## src/sv/swm_pkg.sv

```systemverilog
// Shared constants and types for the sliding window median filter.
`default_nettype none

package swm_pkg;

  // Default sizes, handed to the top level parameters
  localparam int DEF_MAX_WINDOW   = 32;
  localparam int DEF_SAMPLE_WIDTH = 32;

  // Configuration port
  localparam int CFG_WIDTH      = 6;
  localparam int APB_ADDR_WIDTH = 3;
  localparam int APB_DATA_WIDTH = 32;

  // Register index taken from paddr[2]
  localparam logic REG_WINDOW_SIZE = 1'b0;

  localparam logic [CFG_WIDTH-1:0] WINDOW_SIZE_RESET = CFG_WIDTH'(3);

  // Status handed from one cell to its right neighbor
  typedef struct packed {
    logic gt;      // compacted entry of this cell sorts after the new key
    logic removed; // the oldest entry sits at or below this cell
  } swm_link_t;

  // Broadcast control for every cell
  typedef struct packed {
    logic upd;  // an item is accepted this cycle
    logic full; // window was full before this item
  } swm_ctrl_t;

endpackage

`default_nettype wire

```

## src/sv/sliding_window_median_core.sv

```systemverilog
// Top level of the sliding window median filter: config port, cell row, result stage.
//
//  channel  | handshake                   | payload
//  ---------+-----------------------------+----------------------------
//  input    | sample_valid / sample_stall | sample, last_sample
//  output   | median_valid / median_stall | median, last_out
//  config   | psel, penable, pwrite       | paddr, pwdata, prdata
//
// One item is taken per clock while sample_stall is low; the whole row of cells
// drops the oldest sample and inserts the new one in the cycle the item is
// accepted. The median waits in the row until the output register is free or
// being taken, and is copied into that register. Synchronous reset empties the
// window and restores a window of three. A stalled output holds its result; the
// input stalls only while a finished median is still waiting for the output register.
`default_nettype none

module sliding_window_median_core #(
  parameter int MAX_WINDOW   = swm_pkg::DEF_MAX_WINDOW,
  parameter int SAMPLE_WIDTH = swm_pkg::DEF_SAMPLE_WIDTH
) (
  input  wire logic                                 clk,
  input  wire logic                                 rst,
  // configuration port
  input  wire logic                                 psel,
  input  wire logic                                 penable,
  input  wire logic                                 pwrite,
  input  wire logic [swm_pkg::APB_ADDR_WIDTH-1:0]   paddr,
  input  wire logic [swm_pkg::APB_DATA_WIDTH-1:0]   pwdata,
  output logic      [swm_pkg::APB_DATA_WIDTH-1:0]   prdata,
  output logic                                      pready,
  // input channel
  input  wire logic                                 sample_valid,
  output logic                                      sample_stall,
  input  wire logic signed [SAMPLE_WIDTH-1:0]       sample,
  input  wire logic                                 last_sample,
  // output channel
  output logic                                      median_valid,
  input  wire logic                                 median_stall,
  output logic signed [SAMPLE_WIDTH-1:0]            median,
  output logic                                      last_out
);
  import swm_pkg::*;

  localparam int CW = $clog2(MAX_WINDOW + 1);
  localparam int AW = (MAX_WINDOW > 1) ? $clog2(MAX_WINDOW) : 1;

  // Configuration register
  logic [CFG_WIDTH-1:0] window_size;
  logic                 cfg_write;

  // Window control
  logic [CW-1:0] fill;
  logic [CW-1:0] fill_next;
  logic [CW-1:0] eff_size;
  logic [CW-1:0] limit;
  logic [AW-1:0] oldest_age;
  logic [AW-1:0] mid;
  logic          accept;
  logic          produce;
  swm_ctrl_t     ctrl;

  // Result stage
  logic pend_valid;
  logic pend_last;
  logic move;

  // Cell row wiring
  logic signed [SAMPLE_WIDTH-1:0] cell_val  [MAX_WINDOW];
  logic        [AW-1:0]           cell_age  [MAX_WINDOW];
  logic signed [SAMPLE_WIDTH-1:0] comp_val  [MAX_WINDOW];
  logic        [AW-1:0]           comp_age  [MAX_WINDOW];
  swm_link_t                      cell_link [MAX_WINDOW];

  // ---------------------------------------------------------------- config
  assign pready    = 1'b1;
  assign cfg_write = psel && penable && pwrite && (paddr[2] == REG_WINDOW_SIZE);

  always_comb begin
    prdata = '0;
    if (paddr[2] == REG_WINDOW_SIZE) begin
      prdata[CFG_WIDTH-1:0] = window_size;
    end
  end

  always_ff @(posedge clk) begin
    if (rst) begin
      window_size <= WINDOW_SIZE_RESET;
    end else if (cfg_write) begin
      window_size <= pwdata[CFG_WIDTH-1:0];
    end
  end

  // Zero acts as one, anything above the row length saturates.
  always_comb begin
    if (window_size == '0) begin
      eff_size = CW'(1);
    end else if (32'(window_size) > 32'(MAX_WINDOW)) begin
      eff_size = CW'(MAX_WINDOW);
    end else begin
      eff_size = CW'(window_size);
    end
  end

  // ---------------------------------------------------------------- control
  assign move         = pend_valid && (!median_valid || !median_stall);
  assign sample_stall = pend_valid && !move;
  assign accept       = sample_valid && !sample_stall;

  assign ctrl.upd   = accept;
  assign ctrl.full  = (fill >= eff_size);
  // Entries that take part in the insert: all held ones, less the dropped one.
  assign limit      = ctrl.full ? CW'(eff_size - 1'b1) : fill;
  assign oldest_age = AW'(eff_size - 1'b1);
  assign mid        = AW'((eff_size - 1'b1) >> 1);

  always_comb begin
    if (ctrl.full) begin
      fill_next = eff_size;
    end else begin
      fill_next = CW'(fill + 1'b1);
    end
  end

  assign produce = (fill_next >= eff_size);

  always_ff @(posedge clk) begin
    if (rst || cfg_write) begin
      fill <= '0;
    end else if (accept) begin
      // Clear the window after the last item of a sequence.
      fill <= last_sample ? '0 : fill_next;
    end
  end

  // ---------------------------------------------------------------- cell row
  for (genvar i = 0; i < MAX_WINDOW; i++) begin : g_cell
    logic signed [SAMPLE_WIDTH-1:0] l_val;
    logic        [AW-1:0]           l_age;
    swm_link_t                      l_link;
    logic signed [SAMPLE_WIDTH-1:0] r_val;
    logic        [AW-1:0]           r_age;

    if (i == 0) begin : g_left_edge
      assign l_val  = '0;
      assign l_age  = '0;
      assign l_link = '0;
    end else begin : g_left
      assign l_val  = comp_val[i-1];
      assign l_age  = comp_age[i-1];
      assign l_link = cell_link[i-1];
    end

    if (i == MAX_WINDOW - 1) begin : g_right_edge
      assign r_val = '0;
      assign r_age = '0;
    end else begin : g_right
      assign r_val = cell_val[i+1];
      assign r_age = cell_age[i+1];
    end

    swm_cell #(
      .SAMPLE_WIDTH (SAMPLE_WIDTH),
      .AGE_WIDTH    (AW),
      .CNT_WIDTH    (CW),
      .IDX          (i)
    ) u_cell (
      .clk        (clk),
      .ctrl       (ctrl),
      .key        (sample),
      .limit      (limit),
      .fill       (fill),
      .oldest_age (oldest_age),
      .left_val   (l_val),
      .left_age   (l_age),
      .left_link  (l_link),
      .right_val  (r_val),
      .right_age  (r_age),
      .val        (cell_val[i]),
      .age        (cell_age[i]),
      .comp_val   (comp_val[i]),
      .comp_age   (comp_age[i]),
      .link       (cell_link[i])
    );
  end

  // ---------------------------------------------------------------- results
  // Hold a pending result until the output register frees up.
  always_ff @(posedge clk) begin
    if (rst) begin
      pend_valid <= 1'b0;
    end else if (accept) begin
      pend_valid <= produce;
    end else if (move) begin
      pend_valid <= 1'b0;
    end
  end

  always_ff @(posedge clk) begin
    if (accept) begin
      pend_last <= last_sample;
    end
  end

  // Advance the median from the row into the output register.
  always_ff @(posedge clk) begin
    if (rst) begin
      median_valid <= 1'b0;
    end else if (move) begin
      median_valid <= 1'b1;
    end else if (!median_stall) begin
      median_valid <= 1'b0;
    end
  end

  always_ff @(posedge clk) begin
    if (move) begin
      median   <= cell_val[mid];
      last_out <= pend_last;
    end
  end

endmodule

`default_nettype wire

```

## src/sv/swm_cell.sv

```systemverilog
// One cell of the sorted window: holds one sample and its age.
`default_nettype none

module swm_cell #(
  parameter int SAMPLE_WIDTH = swm_pkg::DEF_SAMPLE_WIDTH,
  parameter int AGE_WIDTH    = 5,
  parameter int CNT_WIDTH    = 6,
  parameter int IDX          = 0
) (
  input  wire logic                           clk,
  input  wire swm_pkg::swm_ctrl_t             ctrl,
  input  wire logic signed [SAMPLE_WIDTH-1:0] key,
  input  wire logic        [CNT_WIDTH-1:0]    limit,
  input  wire logic        [CNT_WIDTH-1:0]    fill,
  input  wire logic        [AGE_WIDTH-1:0]    oldest_age,
  // from the left neighbor (compacted entry)
  input  wire logic signed [SAMPLE_WIDTH-1:0] left_val,
  input  wire logic        [AGE_WIDTH-1:0]    left_age,
  input  wire swm_pkg::swm_link_t             left_link,
  // from the right neighbor (stored entry)
  input  wire logic signed [SAMPLE_WIDTH-1:0] right_val,
  input  wire logic        [AGE_WIDTH-1:0]    right_age,
  // stored entry
  output logic signed      [SAMPLE_WIDTH-1:0] val,
  output logic             [AGE_WIDTH-1:0]    age,
  // compacted entry for the right neighbor
  output logic signed      [SAMPLE_WIDTH-1:0] comp_val,
  output logic             [AGE_WIDTH-1:0]    comp_age,
  output swm_pkg::swm_link_t                  link
);
  import swm_pkg::*;

  logic                           is_oldest;
  logic signed [SAMPLE_WIDTH-1:0] val_next;
  logic        [AGE_WIDTH-1:0]    age_next;

  // Drop the oldest entry: cells at and above it take the right neighbor's entry.
  assign is_oldest    = ctrl.full && (CNT_WIDTH'(IDX) < fill) && (age == oldest_age);
  assign link.removed = left_link.removed | is_oldest;
  assign comp_val     = link.removed ? right_val : val;
  assign comp_age     = link.removed ? right_age : age;
  assign link.gt      = (CNT_WIDTH'(IDX) >= limit) || (comp_val > key);

  // Insert the new key after all entries that do not sort after it.
  always_comb begin
    if (!link.gt) begin
      val_next = comp_val;
      age_next = AGE_WIDTH'(comp_age + 1'b1);
    end else if (IDX == 0 || !left_link.gt) begin
      val_next = key;
      age_next = '0;
    end else begin
      val_next = left_val;
      age_next = AGE_WIDTH'(left_age + 1'b1);
    end
  end

  always_ff @(posedge clk) begin
    if (ctrl.upd) begin
      val <= val_next;
      age <= age_next;
    end
  end

endmodule

`default_nettype wire

```

## config.mk

```make
export PLATFORM = sky130hd
export DESIGN_NAME = sliding_window_median_core
export DESIGN_NICKNAME = d
export VERILOG_FILES = /design/src/sv/swm_pkg.sv /design/src/sv/sliding_window_median_core.sv /design/src/sv/swm_cell.sv
export SDC_FILE = /design/constraint.sdc
export NUM_CORES = 2
export LEC_CHECK = 0
export BUFFER_PORTS_ARGS = -buffer_cell sky130_fd_sc_hd__buf_2
export CORE_MARGIN = 5
export CORE_UTILIZATION = 40
export CTS_BUF_LIST = sky130_fd_sc_hd__clkbuf_2
export DETAILED_ROUTE_END_ITERATION = 8
export PLACE_DENSITY = 0.56
export SETUP_SLACK_MARGIN = 0.2
export SLEW_MARGIN = 0
export SYNTH_ARGS = -nofsm -noshare
export SYNTH_HDL_FRONTEND = slang
export SYNTH_SLANG_ARGS = --single-unit
export TNS_END_PERCENT = 20
```

## constraint.sdc

```tcl
create_clock -name clk -period 59.4 [get_ports clk]
set_clock_uncertainty 0.05 [all_clocks]
set_input_delay 5.94 -clock clk [delete_from_list [all_inputs] [get_ports clk]]
set_output_delay 5.94 -clock clk [all_outputs]
set_load 0.01 [all_outputs]
```

==> qor.yml <==
run_status:
  outcome: "completed"
synthesis:
  synth_edf_count: 1218
  synthTopCellsByArea: "edfxtp_1 (35%), ha_1 (13%), mux2_2 (9.0%)"
  synthFlopType: "edfxtp_1"
  synth_top_area_cell: "edfxtp_1"
  synth_area_um2: 105000
  ys_seq_area_share_pct: 35.3
  syn_area_per_cell_um2: 10.1
  synth_top_area_share_pct: 35.0
  async_flop_share_pct: 0
  ys_ff_latch: 1232
  ys_warn_count: 0
  netlist_instances: 10400
  synth.distinct_cells: 92
clock_network:
  clkLatencyLatePin_ps: 1740
  ctsHtreeMaxLevel: 5
  post_cts.repair.setup_buffers: 0
  ctsHoldBuffers: 0
  cts.sinks: 1232
  clk_pin_slew_worst_paths_ps: 110
  cts_root_buf: "clkbuf_2"
  cts_tree: "yes"
  cts-resized-gates: 0
  cts_buffers: 377
  cts.path.max_buffers: 4
floorplan:
  die-area_um2: 272000
  die_w_um: 521
  design.core.area_um2: 260000
  start_util_pct: 40.2
  num_rows: 187
  num_io_pins: 143
  die_h_um: 521
final_layout:
  multi_input_area_um2: 64000
  fillers: 25100
  nNetsFinal: 11500
  fin_util_pct: 43.0
  ff_latch_area_um2: 36900
  syn_to_final_growth_pct: 6.92
  drive_gt1_share_pct: 18.5
  fin_cells: 14100
placement:
  place_inst: 13500
  hpwl_um: 261000
  gp_congestion: 0.924
  portBuffers: 87
sta:
  post-route-period-util_pct: 21.1
  fin_setup_tns_ps: 0
  whs_ps: 381
  worstMarginPinSlew_ps: 1390
  finalSetupViolCount: 0
  max_freq_mhz: 79.8
  rsz0062_at_grt: "false"
  maxSlewViolCount: 0
  slew_headroom_pct: 6.42
  finalHoldViolCount: 0
  finalWorstPathRequiredPeriod_ps: 12530
drt:
  antenna_left: 0
  detail_route.wl_per_cell_um: 25.1
  vias: 85800
  drt_iter0_markers: 7618
  drc: 0
  vias_per_cell: 6.08
  wl_um: 354000
  dr.pass1.iters: 6
global_route:
  grt_max_degree: 158
  grt_pass1_vias: 84800
  overflow: 0
  antenna_found_initial: 28
  grt_first_pass_wirelength_um: 528000
  grtUsageTotal_pct: 24.9
setup_path:
  startpoint_type: "flop"
  cp.arrival_ps: 13950
  endpoint_kind: "flop"
  crit_path_frequent_cell: "buf_4"
  critPathRequiredTime_ps: 60820
  cpMaxStageDelayCell: "nor4_1"
  critical_path_class: "reg2reg"
  slowest_delay_ps: 1220
  worstPathMaxFanout: 69
min_path:
  hold_path_class: "reg2reg"
power_and_ir_drop:
  ir_drop_mv: 0.0171
  leakage_nw: 45.8
  power_density_nw_per_um2: 22.0
job:
  maxCapViolations: 0
-- layout by cell type, fill, tap and decap left out, types with 87 or more instances in the layout --
cell / n
nand2_1: 670
nand4_1: 166
clkbuf_2: 531
xor2_1: 109
and2_1: 140
ha_1: 1070
inv_1: 332
buf_2: 87
nor2_1: 755
o21ai_0: 824
a21o_1: 127
clkinv_1: 101
nor3_1: 113
buf_4: 203
a221o_1: 198
mux2_2: 832
o22ai_1: 167
a21oi_1: 627
edfxtp_1: 1218
nand3_1: 248
mux2i_1: 695
mux4_2: 128
xnor2_1: 167
-- metrics by stage --
stage | instance area, um2 | power, mW | setup slack (ps)
3_5_place_dp | 109000 | 1.79 | 46560
3_3_place_gp | 109000 | 1.77 | 46740
5_1_grt | 112000 | 2.60 | 46690
4_1_cts | 112000 | 2.47 | 47030
2_1_floorplan | 105000 | 1.62 | 28920
6_report | 112000 | 2.46 | 46870
-- Yosys cell counts (72+ instances only) --
master,number
a211oi_1,87
a21o_1,132
a21oi_1,633
a221o_1,199
a22oi_1,72
and2_1,140
buf_2,73
clkbuf_1,538
edfxtp_1,1218
ha_1,1071
inv_1,358
mux2_2,832
mux2i_1,695
mux4_2,128
nand2_1,672
nand3_1,254
nand4_1,166
nor2_1,765
nor3_1,117
o21ai_0,830
o22ai_1,170
xnor2_1,167
xor2_1,109
-- worst max-delay path, delay by kind of cell (launching register included) --
kind | cells | cell delay (ps)
AO/OA/AOI/OAI | 9 | 3270
XOR/XNOR | 1 | 200
adder cells (fa/ha/maj) | 2 | 1020
buffers and inverters | 6 | 1960
flip-flops | 1 | 420
multiplexers | 1 | 490
AND/OR/NAND/NOR | 9 | 4760
-- flip-flops by register name, indices dropped and copies added (netlist names) --
name,count
window_size,6
fill,6
pend_last,1
median,32
last_out,1
median_valid,1
pend_valid,1
g_cell.u_cell.val,1024
g_cell.u_cell.age,160
-- cell type report --
type | instances | area share [%]
sequential | 1232 | 33.0
inverter | 363 | 1.23
clock buffer | 531 | 2.38
clock inverter | 98 | 0.432
multi-input combinational | 8094 | 57.2
tap | 3496 | 3.91
timing repair buffer | 293 | 1.81
antenna | 11 | 0.0246
-- report_power, final --
group / internal, mW / switching (mW)
registers: 1.06 / 0.0699
clock network: 0.254 / 0.423
logic: 0.268 / 0.379
-- per-layer routing --
layer	vias to the layer above	share of wire [%]	global-route usage, %
li1	39800	-	-
met1	42000	44	34.5
met2	3324	44	38.7
met3	710	7.8	4.43
met4	22	4.0	9.72
met5	-	0.038	0
-- kinds of logic after synthesis --
group / Yosys count / share of synthesized area, %
other cells: 2 / 0.00719
compound gates: 2565 / 15.5
mux: 1679 / 18.7
fa+ha+maj: 1071 / 12.8
simple gates: 2470 / 11.1
flops: 1232 / 35.3
xor+xnor: 282 / 2.45
buf+inv: 1091 / 4.20
-- final timing paths --
kind | from | endpoint | slack, ps | cells after the start
max | window_size[3] | g_cell[22].u_cell.val[4] | 46870 | 28
min | pend_last | last_out | 380 | 0
max reg2reg | window_size[3] | g_cell[22].u_cell.val[4] | 46870 | 28
min reg2reg | pend_last | last_out | 380 | 0
Power figures use the tool's default switching activity.
